===== src/sv/irigb_pkg.sv =====
// ----------------------------------------------------------------------------
// irigb_pkg
// Shared types, tables and the weighted BCD encoder of the IRIG-B frame
// builder.
// ----------------------------------------------------------------------------
package irigb_pkg;

    localparam int SEG_COUNT  = 10;
    localparam int SEG_SYMS   = 10;
    localparam int FRAME_SYMS = SEG_COUNT * SEG_SYMS;
    localparam int WMAX       = 10;

    localparam logic [3:0] LAST_SEG   = 4'd9;
    localparam logic [9:0] MARK_FIRST = 10'd513;
    localparam logic [9:0] MARK_OTHER = 10'd512;

    typedef logic [FRAME_SYMS-1:0] t_frame;
    typedef logic [SEG_SYMS-1:0]   t_seg;
    typedef logic [7:0]            t_wtab [WMAX];
    typedef logic [6:0]            t_ptab [WMAX];

    typedef struct packed {
        logic [WMAX-1:0] bits;
        logic [8:0]      rem;
    } t_greedy;

    // weights, heaviest first; unused tail entries are masked by the count
    localparam t_wtab W_SEC    = '{8'd40, 8'd20, 8'd10, 8'd8, 8'd4, 8'd2, 8'd1,
                                   8'd0, 8'd0, 8'd0};
    localparam t_wtab W_HOUR   = '{8'd20, 8'd10, 8'd8, 8'd4, 8'd2, 8'd1,
                                   8'd0, 8'd0, 8'd0, 8'd0};
    localparam t_wtab W_YEAR   = '{8'd80, 8'd40, 8'd20, 8'd10, 8'd8, 8'd4, 8'd2,
                                   8'd1, 8'd0, 8'd0};
    localparam t_wtab W_DOY_HI = '{8'd200, 8'd100, 8'd80, 8'd40, 8'd20,
                                   8'd0, 8'd0, 8'd0, 8'd0, 8'd0};
    localparam t_wtab W_DOY_LO = '{8'd10, 8'd8, 8'd4, 8'd2, 8'd1,
                                   8'd0, 8'd0, 8'd0, 8'd0, 8'd0};

    // symbol positions matching the weights above
    localparam t_ptab P_SEC    = '{7'd8, 7'd7, 7'd6, 7'd4, 7'd3, 7'd2, 7'd1,
                                   7'd0, 7'd0, 7'd0};
    localparam t_ptab P_MIN    = '{7'd17, 7'd16, 7'd15, 7'd13, 7'd12, 7'd11, 7'd10,
                                   7'd0, 7'd0, 7'd0};
    localparam t_ptab P_HOUR   = '{7'd26, 7'd25, 7'd23, 7'd22, 7'd21, 7'd20,
                                   7'd0, 7'd0, 7'd0, 7'd0};
    localparam t_ptab P_YEAR   = '{7'd58, 7'd57, 7'd56, 7'd55, 7'd53, 7'd52, 7'd51,
                                   7'd50, 7'd0, 7'd0};
    localparam t_ptab P_DOY_HI = '{7'd41, 7'd40, 7'd38, 7'd37, 7'd36,
                                   7'd0, 7'd0, 7'd0, 7'd0, 7'd0};
    localparam t_ptab P_DOY_LO = '{7'd35, 7'd33, 7'd32, 7'd31, 7'd30,
                                   7'd0, 7'd0, 7'd0, 7'd0, 7'd0};

    localparam int N_SEC    = 7;
    localparam int N_HOUR   = 6;
    localparam int N_YEAR   = 8;
    localparam int N_DOY_HI = 5;
    localparam int N_DOY_LO = 5;

    // days before the given month; month 0 sums none, above 12 sums all
    typedef logic [8:0] t_mtab [16];
    localparam t_mtab MOFF_COMMON = '{9'd0, 9'd0, 9'd31, 9'd59, 9'd90, 9'd120,
        9'd151, 9'd181, 9'd212, 9'd243, 9'd273, 9'd304, 9'd334, 9'd365, 9'd365, 9'd365};
    localparam t_mtab MOFF_LEAP   = '{9'd0, 9'd0, 9'd31, 9'd60, 9'd91, 9'd121,
        9'd152, 9'd182, 9'd213, 9'd244, 9'd274, 9'd305, 9'd335, 9'd366, 9'd366, 9'd366};

    // greedy weighted subtraction; every weight that fits, the lightest too,
    // sets its bit and is taken off the remainder
    function automatic t_greedy greedy(input logic [8:0] value, input t_wtab w,
                                       input int n);
        t_greedy    r;
        logic [8:0] v;
        v      = value;
        r.bits = '0;
        for (int i = 0; i < WMAX; i++) begin
            if (i < n && v >= {1'b0, w[i]}) begin
                r.bits[i] = 1'b1;
                v         = v - {1'b0, w[i]};
            end
        end
        r.rem = v;
        return r;
    endfunction

endpackage


===== src/sv/irig_b_frame_builder.sv =====
// ----------------------------------------------------------------------------
// irig_b_frame_builder
// Builds one 100-symbol IRIG-B frame per time item and sends it out as ten
// 10-symbol segments.
// ----------------------------------------------------------------------------
// Each accepted time item yields ten output items, segments 0 to 9 in order,
// one per cycle while the sink is ready; the output serialiser sets the
// sustained rate. An accepted input item passes through three compute stages
// and the serialiser load before its first segment goes out. Stage 1 forms
// the range flag and the day of year from a cumulative month-length table
// (leap table when year mod 4 is zero); stage 2 encodes seconds, minutes,
// hours, year and the heavy day-of-year weights as BCD by greedy
// subtraction; stage 3 finishes the light day-of-year weights.
// The pipeline keeps taking items while the serialiser is busy until it
// fills, then back-pressures. Control-function and straight-binary-seconds
// symbols are always zero; out-of-range fields set range_error on every
// segment and are still encoded by the same rule.
module irig_b_frame_builder (
    input  logic       i_clk,
    input  logic       i_rst_n,
    input  logic       i_in_valid,
    output logic       o_in_ready,
    input  logic [4:0] i_hour,
    input  logic [5:0] i_minute,
    input  logic [5:0] i_second,
    input  logic [4:0] i_day_of_month,
    input  logic [3:0] i_month,
    input  logic [6:0] i_year,
    output logic       o_out_valid,
    input  logic       i_out_ready,
    output logic [3:0] o_segment_index,
    output logic [9:0] o_data_bits,
    output logic [9:0] o_marker_bits,
    output logic       o_last_segment,
    output logic       o_range_error
);
    import irigb_pkg::*;

    // ---- handshake / stall chain -----------------------------------------
    logic r_s1_valid, r_s2_valid, r_s3_valid, r_ser_valid;
    logic s1_free, s2_free, s3_free, ser_load, ser_adv, ser_done;

    logic [3:0] r_seg;

    assign ser_adv  = r_ser_valid && i_out_ready;
    assign ser_done = ser_adv && (r_seg == LAST_SEG);
    assign ser_load = r_s3_valid && (!r_ser_valid || ser_done);
    assign s3_free  = !r_s3_valid || ser_load;
    assign s2_free  = !r_s2_valid || s3_free;
    assign s1_free  = !r_s1_valid || s2_free;
    assign o_in_ready = s1_free;

    // ---- stage 1: range check and day of year ----------------------------
    logic       r_s1_err;
    logic [8:0] r_s1_doy;
    logic [5:0] r_s1_sec, r_s1_min;
    logic [4:0] r_s1_hour;
    logic [6:0] r_s1_year;
    logic       n_s1_err, n_leap;
    logic [8:0] n_s1_doy;

    always_comb begin
        n_leap   = (i_year[1:0] == 2'd0);
        n_s1_err = (i_hour > 5'd23) || (i_minute > 6'd59) || (i_second > 6'd59) ||
                   (i_day_of_month == 5'd0) || (i_month == 4'd0) ||
                   (i_month > 4'd12) || (i_year > 7'd99);
        n_s1_doy = {4'd0, i_day_of_month} +
                   (n_leap ? MOFF_LEAP[i_month] : MOFF_COMMON[i_month]);
    end

    always_ff @(posedge i_clk) begin
        if (!i_rst_n) begin
            r_s1_valid <= 1'b0;
        end else if (s1_free) begin
            r_s1_valid <= i_in_valid;
        end
    end

    always_ff @(posedge i_clk) begin
        if (s1_free && i_in_valid) begin
            r_s1_err  <= n_s1_err;
            r_s1_doy  <= n_s1_doy;
            r_s1_sec  <= i_second;
            r_s1_min  <= i_minute;
            r_s1_hour <= i_hour;
            r_s1_year <= i_year;
        end
    end

    // ---- stage 2: BCD of most fields, heavy day-of-year weights -----------
    logic       r_s2_err;
    t_frame     r_s2_frame;
    logic [4:0] r_s2_doy_rem;
    t_frame     n_s2_frame;
    t_greedy    g_sec, g_min, g_hour, g_year, g_doy_hi;

    always_comb begin
        g_sec    = greedy({3'd0, r_s1_sec}, W_SEC, N_SEC);
        g_min    = greedy({3'd0, r_s1_min}, W_SEC, N_SEC);
        g_hour   = greedy({4'd0, r_s1_hour}, W_HOUR, N_HOUR);
        g_year   = greedy({2'd0, r_s1_year}, W_YEAR, N_YEAR);
        g_doy_hi = greedy(r_s1_doy, W_DOY_HI, N_DOY_HI);
        n_s2_frame = '0;
        for (int i = 0; i < N_SEC; i++) begin
            n_s2_frame[P_SEC[i]] = g_sec.bits[i];
            n_s2_frame[P_MIN[i]] = g_min.bits[i];
        end
        for (int i = 0; i < N_HOUR; i++) begin
            n_s2_frame[P_HOUR[i]] = g_hour.bits[i];
        end
        for (int i = 0; i < N_YEAR; i++) begin
            n_s2_frame[P_YEAR[i]] = g_year.bits[i];
        end
        for (int i = 0; i < N_DOY_HI; i++) begin
            n_s2_frame[P_DOY_HI[i]] = g_doy_hi.bits[i];
        end
    end

    always_ff @(posedge i_clk) begin
        if (!i_rst_n) begin
            r_s2_valid <= 1'b0;
        end else if (s2_free) begin
            r_s2_valid <= r_s1_valid;
        end
    end

    always_ff @(posedge i_clk) begin
        if (s2_free && r_s1_valid) begin
            r_s2_err     <= r_s1_err;
            r_s2_frame   <= n_s2_frame;
            r_s2_doy_rem <= g_doy_hi.rem[4:0];  // below 20 after the 20 weight
        end
    end

    // ---- stage 3: light day-of-year weights ------------------------------
    logic    r_s3_err;
    t_frame  r_s3_frame;
    t_frame  n_s3_frame;
    t_greedy g_doy_lo;

    always_comb begin
        g_doy_lo   = greedy({4'd0, r_s2_doy_rem}, W_DOY_LO, N_DOY_LO);
        n_s3_frame = r_s2_frame;
        for (int i = 0; i < N_DOY_LO; i++) begin
            n_s3_frame[P_DOY_LO[i]] = g_doy_lo.bits[i];
        end
    end

    always_ff @(posedge i_clk) begin
        if (!i_rst_n) begin
            r_s3_valid <= 1'b0;
        end else if (s3_free) begin
            r_s3_valid <= r_s2_valid;
        end
    end

    always_ff @(posedge i_clk) begin
        if (s3_free && r_s2_valid) begin
            r_s3_err   <= r_s2_err;
            r_s3_frame <= n_s3_frame;
        end
    end

    // ---- output serialiser: one segment per accepted output item ----------
    t_seg r_ser_seg [SEG_COUNT];
    logic r_ser_err;

    always_ff @(posedge i_clk) begin
        if (!i_rst_n) begin
            r_ser_valid <= 1'b0;
            r_seg       <= '0;
        end else if (ser_load) begin
            r_ser_valid <= 1'b1;
            r_seg       <= '0;
        end else if (ser_adv) begin
            if (r_seg == LAST_SEG) begin
                r_ser_valid <= 1'b0;
                r_seg       <= '0;
            end else begin
                r_seg <= r_seg + 4'd1;
            end
        end
    end

    always_ff @(posedge i_clk) begin
        if (ser_load) begin
            r_ser_err <= r_s3_err;
            for (int s = 0; s < SEG_COUNT; s++) begin
                r_ser_seg[s] <= r_s3_frame[s*SEG_SYMS +: SEG_SYMS];
            end
        end
    end

    assign o_out_valid     = r_ser_valid;
    assign o_segment_index = r_seg;
    assign o_data_bits     = r_ser_seg[r_seg];
    assign o_marker_bits   = (r_seg == 4'd0) ? MARK_FIRST : MARK_OTHER;
    assign o_last_segment  = (r_seg == LAST_SEG);
    assign o_range_error   = r_ser_err;

    // ---- assertions --------------------------------------------------------
    a_seg_range: assert property (@(posedge i_clk) disable iff (!i_rst_n)
        o_out_valid |-> (o_segment_index <= LAST_SEG))
        else $error("segment index beyond last segment");

    a_seg_step: assert property (@(posedge i_clk) disable iff (!i_rst_n)
        (o_out_valid && i_out_ready && !o_last_segment) |=>
            (o_out_valid && (o_segment_index == $past(o_segment_index) + 4'd1)))
        else $error("segment sequence broken mid-frame");

    a_frame_start: assert property (@(posedge i_clk) disable iff (!i_rst_n)
        (o_out_valid && !$past(o_out_valid)) |-> (o_segment_index == 4'd0))
        else $error("frame did not start at segment zero");

    a_s3_hold: assert property (@(posedge i_clk) disable iff (!i_rst_n)
        (r_s3_valid && !ser_load) |=> r_s3_valid)
        else $error("stage 3 item dropped");

    a_reset_idle: assert property (@(posedge i_clk)
        !i_rst_n |=> (!o_out_valid && !r_s1_valid && !r_s2_valid && !r_s3_valid))
        else $error("pipeline not empty after reset");

endmodule

===== config.mk =====
export PLATFORM = sky130hd
export DESIGN_NAME = irig_b_frame_builder
export DESIGN_NICKNAME = d
export VERILOG_FILES = /design/src/sv/irigb_pkg.sv /design/src/sv/irig_b_frame_builder.sv
export SDC_FILE = /design/constraint.sdc
export NUM_CORES = 1
export LEC_CHECK = 0
export BUFFER_PORTS_ARGS = -buffer_cell sky130_fd_sc_hd__buf_4
export CAP_MARGIN = 20
export CORE_MARGIN = 2
export CORE_UTILIZATION = 50
export CTS_CLUSTER_SIZE = 16
export DETAILED_ROUTE_END_ITERATION = 10
export GPL_TIMING_DRIVEN = 0
export PLACE_DENSITY = 0.67
export SYNTH_ARGS = -nofsm -noshare
export SYNTH_HDL_FRONTEND = slang
export SYNTH_SLANG_ARGS = --single-unit

===== constraint.sdc =====
create_clock -name i_clk -period 12.1 [get_ports i_clk]
set_clock_uncertainty 0.15 [all_clocks]
set_input_delay 0.605 -clock i_clk [delete_from_list [all_inputs] [get_ports i_clk]]
set_output_delay 0.605 -clock i_clk [all_outputs]
set_load 0.005 [all_outputs]

==> metrics.txt <==
vias per cell 5.69; power share of the sequential group 0.257; Clock transition at path regs 0.07 ns; Max-Cap Viols 0; Area Growth Syn to Fin 12.8%; Die Area around 0.025 mm^2; FF-to-FF End r_s2_frame[50]; number of synthesized register bits about 160; Final period util 0.657; min-delay worst type input pin to register; post-synthesis sequential area ratio 0.408; Vias roughly 9,100; Slowest cell on crit path a2111oi_4; top-level port count 65; final RePlAce weighted congestion approximately 0.9; CP Class register to register; Comb power frac 0.562; clock buffer depth 2; R2R setup slack roughly 4.1 ns; Clock Power Share 0.182; Slew headroom 0.240; CTS Buf Count 17; drt first pass iters 5; Final Critical Period 7.95 ns; Reg2Reg Depth 29; core area 0.0233 mm^2; CP Data Required Time about 12 ns; Routed WL per cell 15.0 um; Internal ~1.6 mW; post-DP HPWL between 15,000 and 20,000 um; n_diodes 0; number of global-route vias before repair approximately 8,300; cts repair resizes 0; Synthesis Warnings 0; worst hold start i_hour[0]; share of cells above drive strength 1 0.147; slowest stage delay, CP between 0.5 and 0.6 ns; Post-CTS Setup Bufs 0; Cell Rows 56; mean post-synth cell area ~9.9 um^2; synthesized cell area approximately 0.012 mm^2; largest family of logic cells by synthesized area compound AO/OA/AOI/OAI gates; Starting Density 0.504; static leakage roughly 4.8 nW; CTS root buf clkbuf_16; Final #Nets around 1,400; met3 Use GR 0.0363; RSZ-0062 raised after global routing false; area share of xor/xnor cells in the synthesized design 0.0477; Synth Area in Adders 0.0669; crit path DAT roughly 8 ns; final hold vios 0; hold path depth 1; fill count slightly above 2,000; Starting DRT DRC Count around 620; WL final 24,000 um; post-synthesis simple-gate area fraction 0.172; first-pass GRT wire length between 30,000 and 40,000 um; antenna violations before repair 0; DRC violations left 0; final core occ 0.568; CTS Hold Buffers Added 0; GRT busiest layer met2; PwrDens just over 200 mW/mm^2; GRT Util Overall 0.200; Die W ~160 um; largest net degree at the start of global routing 34; Routed Antenna Nets 0; clock latency on the worst-skew pair approximately 0.42 ns; Syn Inst Count ~1,200; Max FO, Critical Path 9; Crit. End Element register; met1 usage 0.272; Max VDD drop 0.130 mV; reg-to-reg startpoint r_s1_year[5]; most used cell, CP ha_1; met2 usage 0.333; Sw Pwr roughly 1.1 mW; Netlist cell types approximately 120; Hold Path End r_s1_hour[0]; Worst Tran Pin Value between 1 and 1.5 ns; PortBufs 53; mux contribution to synthesized area 0.0551; asr flop ratio synth 0; CTS tree built; Final Max Tran Viols 0; Max Fclk ~0.13 GHz; status finished clean; post-synthesis compound-gate area fraction 0.203; ys flop type edfxtp_1; final-report setup violation count 0; die height ~160 um; setup TNS 0 ns; Post-synth EDFFs 151; htree depth 4; CP startpoint kind register; sw frac 0.421; # clock sinks between 150 and 200; grt ovf 0
==> cells by family after synthesis <==
kind of cell    count (synthesis)
simple gates                  380
compound gates                330
flops                         163
buf+inv                       124
xor+xnor                       63
fa+ha+maj                      62
mux                            57
other cells                     2
==> cell usage in the layout, fill, tap and decap left out, types with 7 or more instances in the layout <==
cell | Yosys | routed
buf_4 | 11 | 64
a211oi_1 | 8 | 8
and2_1 | 13 | 13
a21o_1 | 9 | 9
nor4_1 | 9 | 9
clkbuf_1 | 10 | 10
nor2b_1 | 17 | 15
a31oi_1 | 20 | 19
o31ai_1 | 7 | 7
mux2i_1 | 33 | 33
nor3_1 | 26 | 26
ha_1 | 61 | 61
edfxtp_1 | 151 | 151
clkbuf_16 | 0 | 17
a41oi_1 | 7 | 7
mux2_2 | 20 | 20
xor2_1 | 14 | 14
o211ai_1 | 12 | 12
nand2b_1 | 12 | 12
a21oi_1 | 67 | 67
conb_1 | 2 | 10
nor2_1 | 96 | 96
o21a_1 | 9 | 9
nand4_1 | 10 | 10
a21boi_0 | 13 | 12
xnor2_1 | 48 | 48
o22ai_1 | 13 | 13
or4_1 | 7 | 7
nor3b_1 | 9 | 9
nand3_1 | 36 | 36
o21ai_0 | 64 | 64
dfxtp_1 | 12 | 12
nand2_1 | 86 | 86
o21ai_1 | 7 | 7
inv_1 | 91 | 91
==> worst max-delay path, delay by kind of cell, from the launching register on <==
family | cells | cell delay [ns]
AOI/OAI and AO/OA | 9 | 2.58
DFF | 1 | 0.49
adders and majority gates | 5 | 1.19
and+or+nand+nor | 9 | 2.44
buffers and inverters | 4 | 0.45
xor gates and xnor gates | 2 | 0.40
==> layer usage <==
layer	vias to the layer above	part of all wire
met5	-	0
li1	4604	-
met4	0	0.010
met3	16	0.038
met1	4271	0.48
met2	195	0.47
==> synth_stat cells (8+ instances only) <==
library cell  instances  share of area
ha_1                 61          0.065
a21boi_0             13         0.0083
xor2_1               14          0.010
nand2b_1             12         0.0064
nor3b_1               9         0.0058
o21ai_0              64          0.027
o211ai_1             12         0.0077
nand3_1              36          0.015
inv_1                91          0.029
o22ai_1              13         0.0069
nor4_1                9         0.0048
edfxtp_1            151           0.39
a21o_1                9         0.0058
a211oi_1              8         0.0051
and2_1               13         0.0069
a31oi_1              20          0.011
xnor2_1              48          0.036
mux2_2               20          0.019
mux2i_1              33          0.028
nand4_1              10         0.0053
o21a_1                9         0.0058
nor3_1               26          0.011
a21oi_1              67          0.029
buf_4                11         0.0070
dfxtp_1              12          0.021
nor2_1               96          0.031
clkbuf_1             10         0.0032
nor2b_1              17         0.0091
nand2_1              86          0.028
==> flip-flops by register name, indices dropped and copies added, names as in the netlist, named ones only <==
name	count
o_range_error	1
o_out_valid	1
r_s1_min	6
r_s1_hour	5
r_s1_doy	9
r_s2_frame	33
r_ser_seg	38
r_s2_doy_rem	5
r_s1_sec	6
r_s1_year	7
o_segment_index	4
r_s1_err	1
r_s3_err	1
r_s1_valid	1
r_s2_valid	1
r_s3_valid	1
r_s3_frame	38
r_s2_err	1
==> power by group through the flow <==
stage          logic, mW  registers, mW  clock network [mW]
2_1_floorplan       1.24          0.704                   0
3_3_place_gp        1.48          0.713                   0
3_5_place_dp        1.51          0.712                   0
4_1_cts             1.52          0.700               0.505
5_1_grt             1.73          0.704               0.533
6_report            1.53          0.700               0.496
==> how the worst max path moves through the flow <==
| stage | depth (start not counted) | startpoint | end | slack, ns |
|---|---|---|---|---|
| after CTS | 29 | r_s1_year[5] | r_s2_frame[50] | 4.24 |
| after floorplan | 30 | r_s1_year[4] | r_s2_frame[50] | 5.26 |
| final | 29 | r_s1_year[5] | r_s2_frame[50] | 4.15 |
| after global placement | 29 | r_s1_year[5] | r_s2_frame[50] | 4.26 |
| after detailed placement | 29 | r_s1_year[5] | r_s2_frame[50] | 4.28 |
| after global routing | 29 | r_s1_year[5] | r_s2_frame[50] | 3.59 |
==> stage by stage <==
step                hold slack, ns  std cells  power, mW  setup slack [ns]  cell area (um^2)
floorplan                    0.250       1189       1.95              5.26             11700
global placement             0.250       1561       2.19              4.26             12500
detailed placement           0.255       1565       2.22              4.28             12700
CTS                          0.190       1597       2.73              4.24             13200
global route                 0.180       1597       2.97              3.59             13200
finish                       0.208       1597       2.73              4.15             13200
==> cell type report <==
| class | count | area, um^2 | share of cell area |
|---|---|---|---|
| clock inverter | 15 | 116 | 0.00881 |
| timing repair buffer | 57 | 485 | 0.0367 |
| multi-input combinational | 902 | 6450 | 0.488 |
| sequential | 163 | 4770 | 0.361 |
| buffer | 32 | 211 | 0.0160 |
| clock buffer | 17 | 425 | 0.0322 |
| inverter | 92 | 345 | 0.0261 |
| tap | 319 | 399 | 0.0302 |
(Power assumes the default switching activity.)
